[src/rtl/smv_pkg.sv]
// ------------------------------------------------------------------------
// smv_pkg
// Item types, op codes and controller/datapath interface for the mixer.
// ------------------------------------------------------------------------
package smv_pkg;

	localparam logic [1:0] OP_LOAD = 2'd0;
	localparam logic [1:0] OP_TRIG = 2'd1;
	localparam logic [1:0] OP_TICK = 2'd2;

	localparam int LEN_W       = 14;
	localparam int LENGTH_REGS = 6;
	localparam int CFG_IDX_W   = 3;
	localparam int ACT_W       = 6;
	localparam int SAMPLE_W    = 16;
	localparam int PWM_W       = 12;
	localparam int MIX_MAX     = 32767;
	localparam int MIX_MIN     = -32768;

	typedef struct packed {
		logic [1:0]               op;
		logic [2:0]               voice;
		logic [12:0]              sample_addr;
		logic signed [SAMPLE_W-1:0] sample_value;
	} in_item_t;

	typedef struct packed {
		logic signed [SAMPLE_W-1:0] mix_value;
		logic [PWM_W-1:0]         pwm_level;
		logic                     clipped;
		logic [ACT_W-1:0]         active_voices;
	} rsp_item_t;

	typedef struct packed {
		logic load;
		logic trig;
		logic clr;
		logic issue;
		logic sat;
		logic mul;
		logic out_load;
	} dp_cmd_t;

	typedef struct packed {
		logic out_free;
	} dp_sts_t;

endpackage

[src/rtl/smv_ctrl.sv]
// ------------------------------------------------------------------------
// smv_ctrl
// Sequencer: takes items, walks the voices on a tick, orders the finish.
// ------------------------------------------------------------------------
module smv_ctrl #(
	parameter int VOICES = 6
) (
	input  logic                                         clk,
	input  logic                                         arst_n,
	input  logic                                         req_valid,
	input  logic [1:0]                                   op,
	input  smv_pkg::dp_sts_t                             sts,
	output logic                                         req_ready,
	output smv_pkg::dp_cmd_t                             cmd,
	output logic [((VOICES > 1) ? $clog2(VOICES) : 1)-1:0] cnt
);
	import smv_pkg::*;

	localparam int CW = (VOICES > 1) ? $clog2(VOICES) : 1;

	typedef enum logic [2:0] {
		ST_IDLE,
		ST_SCAN,
		ST_DRAIN,
		ST_SAT,
		ST_MUL,
		ST_OUT
	} state_t;

	state_t        state_q;
	logic [CW-1:0] cnt_q;
	logic          accept;

	assign req_ready = (state_q == ST_IDLE);
	assign accept    = req_valid && req_ready;
	assign cnt       = cnt_q;

	always_comb begin
		cmd          = '0;
		cmd.load     = accept && (op == OP_LOAD);
		cmd.trig     = accept && (op == OP_TRIG);
		cmd.clr      = accept && (op == OP_TICK);
		cmd.issue    = (state_q == ST_SCAN);
		cmd.sat      = (state_q == ST_SAT);
		cmd.mul      = (state_q == ST_MUL);
		cmd.out_load = (state_q == ST_OUT) && sts.out_free;
	end

	always_ff @(posedge clk or negedge arst_n) begin
		if (!arst_n) begin
			state_q <= ST_IDLE;
			cnt_q   <= '0;
		end else begin
			case (state_q)
				ST_IDLE: begin
					cnt_q <= '0;
					if (accept && (op == OP_TICK)) begin
						state_q <= ST_SCAN;
					end
				end
				ST_SCAN: begin
					if (cnt_q == CW'(VOICES - 1)) begin
						state_q <= ST_DRAIN;
					end else begin
						cnt_q <= cnt_q + 1'b1;
					end
				end
				ST_DRAIN: state_q <= ST_SAT;
				ST_SAT:   state_q <= ST_MUL;
				ST_MUL:   state_q <= ST_OUT;
				ST_OUT: begin
					if (sts.out_free) begin
						state_q <= ST_IDLE;
					end
				end
				default: state_q <= ST_IDLE;
			endcase
		end
	end

endmodule

[config.mk]
export PLATFORM = sky130hd
export DESIGN_NAME = smv_ctrl
export DESIGN_NICKNAME = d
export VERILOG_FILES = /design/src/rtl/smv_pkg.sv /design/src/rtl/smv_ctrl.sv
export SDC_FILE = /design/constraint.sdc
export NUM_CORES = 1
export LEC_CHECK = 0
export ABC_AREA = 1
export BUFFER_PORTS_ARGS = -buffer_cell sky130_fd_sc_hd__buf_4
export CELL_PAD_IN_SITES_DETAIL_PLACEMENT = 0
export CELL_PAD_IN_SITES_GLOBAL_PLACEMENT = 1
export CORE_AREA = 3 3 42 44
export CTS_CLUSTER_DIAMETER = 80
export DETAILED_ROUTE_END_ITERATION = 10
export DIE_AREA = 0 0 45 47
export PLACE_DENSITY = 0.73
export SLEW_MARGIN = 10
export SYNTH_ARGS = -nofsm -noshare
export SYNTH_HDL_FRONTEND = slang
export SYNTH_SLANG_ARGS = --single-unit
[constraint.sdc]
create_clock -name clk -period 1.17 [get_ports clk]
set_input_delay 0.117 -clock clk [delete_from_list [all_inputs] [get_ports clk]]
set_output_delay 0.117 -clock clk [all_outputs]
set_load 0.03 [all_outputs]
=== Word-level counts from Yosys, hierarchy flattened ===
Index checks and enable logic that the tools add are counted.

* Add/subtract/negate cells: 1
* Multipliers: 0
* Divide/modulo/power cells: 0
* $lt $le $gt $ge: 0
* Equal/unequal tests: 12
* Shifts and indexed selects: 0
* Mux-type cells: 6
* Bitwise logic cells: 0
* Reductions and logical operators: 10

{| class="wikitable"
|+ Operator list
! cell !! count
|-
| case mux 3 bit (6 select lines) || 1
|-
| two-way mux 3 bit || 4
|-
| == test 3 bit (second input constant) || 3
|-
| == test 3 x 2 -> 1 bit (second input constant) || 2
|-
| case mux 3 bit (2 select lines) || 1
|-
| logical AND 1 bit || 5
|-
| != test 2 x 1 -> 1 bit (second input constant) || 2
|-
| != test 2 bit (second input constant) || 2
|-
| adder 3 x 1 -> 3 bit (second input constant) || 1
|-
| == test 3 x 1 -> 1 bit (second input constant) || 1
|-
| zero test 3 bit || 1
|-
| AND reduction 3 bit || 1
|-
| == test 2 x 1 -> 1 bit (second input constant) || 1
|-
| == test 2 bit (second input constant) || 1
|-
| zero test 2 bit || 1
|-
| AND reduction 2 bit || 1
|-
| nonzero test 2 bit || 1
|}

* Register bits: 6
* Latch bits: 0
* RAM bits: 0
* Memory bits (read-only): 0
* Input port bits: 6
* Output and inout bits: 11
* Memories kept: 0

=== Depth between registers and ports, before layout ===
* Word-level depth: 5
* Gate-level depth with buffers: 8

=== Least setup slack after synthesis ===
Ideal clock, no wire load.

* Kind: register -> output
* From: reg state_q[0]
* To: out cmd[5] (netlist bit)
* Arrival time: 1489 ps
* Required time: 1053 ps
* Slack: -436 ps
* Cell stages (with the launch flop): 6
* Buffers on the path: 0
* Path through: dfrtp_1 -> inv_2 -> nand3_2 -> inv_2 -> nand2_1 -> nor3_1

{| class="wikitable"
|+ RTL lines
! what !! line !! source
|-
| from (decl) || smv_ctrl.sv:30 || <nowiki>state_t state_q;</nowiki>
|-
| from (signal assigned) || smv_ctrl.sv:51 || <nowiki>state_q <= ST_IDLE;</nowiki>
|-
| from (signal assigned) || smv_ctrl.sv:58 || <nowiki>state_q <= ST_SCAN;</nowiki>
|-
| from (signal assigned) || smv_ctrl.sv:63 || <nowiki>state_q <= ST_DRAIN;</nowiki>
|-
| to (decl) || smv_ctrl.sv:14 || <nowiki>output smv_pkg::dp_cmd_t cmd,</nowiki>
|}

==> qor.yml <==
placed_design:
  pre_cts_ws_ps: -14.9
  detailed_place_hpwl_um: 825
  port_buffers: 16
  place_congestion: 0.724
global_route:
  gr-total-overflow: 0
  grt_pass1_vias: 484
  gr-usage-all-layers: 0.127
  grt_antenna_before_repair: 0
  grt_pass1_wl_um: 1910
  grt_max_degree: 7
hold_path:
  hp-class: "primary input to flip-flop"
drt:
  ant_nets: 0
  drtIter0Drc: 8
  wl_per_cell_um: 11.4
  first_pass_iters: 4
  avgViaCountPerCell: 4.46
  drc: 0
  vias: 486
  finalWirelength_um: 1240
sta:
  final.setup.tns_ps: -1380
  fin_ws_ps: -212
  rsz0062_at_grt: "yes"
  worst_pin_slew_ps: 251
  final_max_slew_viol_count: 0
  max_freq_mhz: 724
  max_slew_margin: 0.831
  fin_skew_ps: 3.17
  fin_crit_sh: 1.18
  finalSetupViolCount: 12
  hold_viol_final: 0
  whs_ps: 118
  period_minus_slack_ps: 1380
finish:
  nFillCells: 134
  drive_above_1_share: 0.634
  regArea_um2: 153
  area_growth_pct: 106
  mostFrequentLayoutCells: "buf_4, buf_6, nand2_1"
  final_common_cell: "buf_4"
  nNetsFinal: 102
  multi_input_area_um2: 302
  antenna_cells: 0
  fin_util: 0.571
critical_path:
  required_ps: 1050
  critical_path_class: "flip-flop to output port"
  critPathMaxStageDelay_ps: 380
  cpMostUsedCell: "buf_4"
  cpLargestDelayFamily: "buffers and inverters"
  cp-start-kind: "flip-flop"
  crit_chain: "inv_2 > buf_4 > nand3_2 > nor2_1 > buf_4"
  path_max_fanout: 4
  endpoint_kind: "output port"
  crit_slowest_cell: "dfrtp_1"
  arrival_ps: 1260
  crit_buf_inv: 3
  regToRegSetupSlack_ps: -40
die:
  die_h_um: 47
  fp.dieW_um: 45
  ios: 17
  initial_core_util: 0.276
  coreArea_mm2: 0.00147
  row_count: 14
  dieArea_mm2: 0.00212
logic_synthesis:
  syn_area_um2: 407
  syn_avg_cell_area_um2: 7.01
  synth_nets: 66
  synth_cells: 58
  ys_seq_area_frac: 0.369
  yosys_warnings: 0
  ys_ff_latch: 6
  synth.distinct_cells: 15
pwr:
  powerDensity_mw_per_mm2: 2650
  finalPower_w: 0.00222
  vdd.ir_drop.worst_v: 0.00121
  p_leak_nw: 0.438
run:
  drv_cap: 0
clock_network:
  cts_tree: "built"
  clk-insertion-delay-late_ps: 260
  cts.sinks: 6
  clockBufferDepth: 2
  clk_pin_slew_ps: 50
  clockRootBuffer: "clkbuf_4"
  cts_buffers: 3
  htree_levels: 1
status:
  status: "finished with violations"
  violations: "negative setup slack"
[kinds of logic (layout without fill, tap and decap cells)]
kind of cell	Yosys count	count (layout)	synth area share
compound gates	7	7	0.105
xor+xnor	1	1	0.0215
fa+ha+maj	2	2	0.0615
buf+inv	14	49	0.129
flops	6	6	0.369
simple gates	28	28	0.314
[synthesized netlist by cell type (all sizes together)]
library cell,n,area share
dfrtp,6,0.37
nand3,4,0.074
nor3,2,0.025
nor2,10,0.10
o21ai,5,0.062
ha,2,0.062
xnor2,1,0.022
a21oi,1,0.022
o221ai,1,0.022
nand2,12,0.11
inv,14,0.13
[worst paths after layout]
path / start / to / depth (start not counted)
setup / recovery: state_q[1] / cmd[0] / 5
hold / removal: sts / state_q[2] / 2
setup reg to reg: state_q[2] / cnt[2] / 8
hold reg to reg: cnt[1] / cnt[1] / 2
max in group asynchronous: arst_n / cnt[1] / 2
min in group asynchronous: arst_n / cnt[2] / 2
[registers in the layout (all words and copies together), names as in the netlist]
signal,count
state_q,3
cnt,3
[stage by stage]
step	cell area [µm²]	instances
final	840	109
after global placement	639	97
after global routing	840	109
after floorplan	447	58
after CTS	773	106
after detailed placement	639	97
[where the power goes]
part	internal, W	switching (W)
clock network	0.000131	0.000103
registers	0.000284	0.0000512
logic	0.000784	0.000868
total	0.00120	0.00102
[layer usage]
| metal | track usage | routed length [µm] |
|---|---|---|
| met4 | 0.105 | 27 |
| met1 | 0.154 | 494 |
| met2 | 0.198 | 672 |
| met5 | 0 | 0 |
| met3 | 0.0192 | 48 |
[final cells by class]
| cell class | count | share of cell area |
|---|---|---|
| well taps | 16 | 0.0238 |
| multi-input cells | 38 | 0.359 |
| clock buffers | 4 | 0.0313 |
| repair buffers | 31 | 0.338 |
| inverters | 14 | 0.0656 |
| flip-flops and latches | 6 | 0.182 |
[timing repair]
item	CTS	global route
buffers inserted	4	3
hold buffers	1	0
setup endpoints to repair	8	13
hold endpoints to repair	6	0
gates resized for setup	16	13
pin swaps	5	5
(Power assumes the default switching activity.)
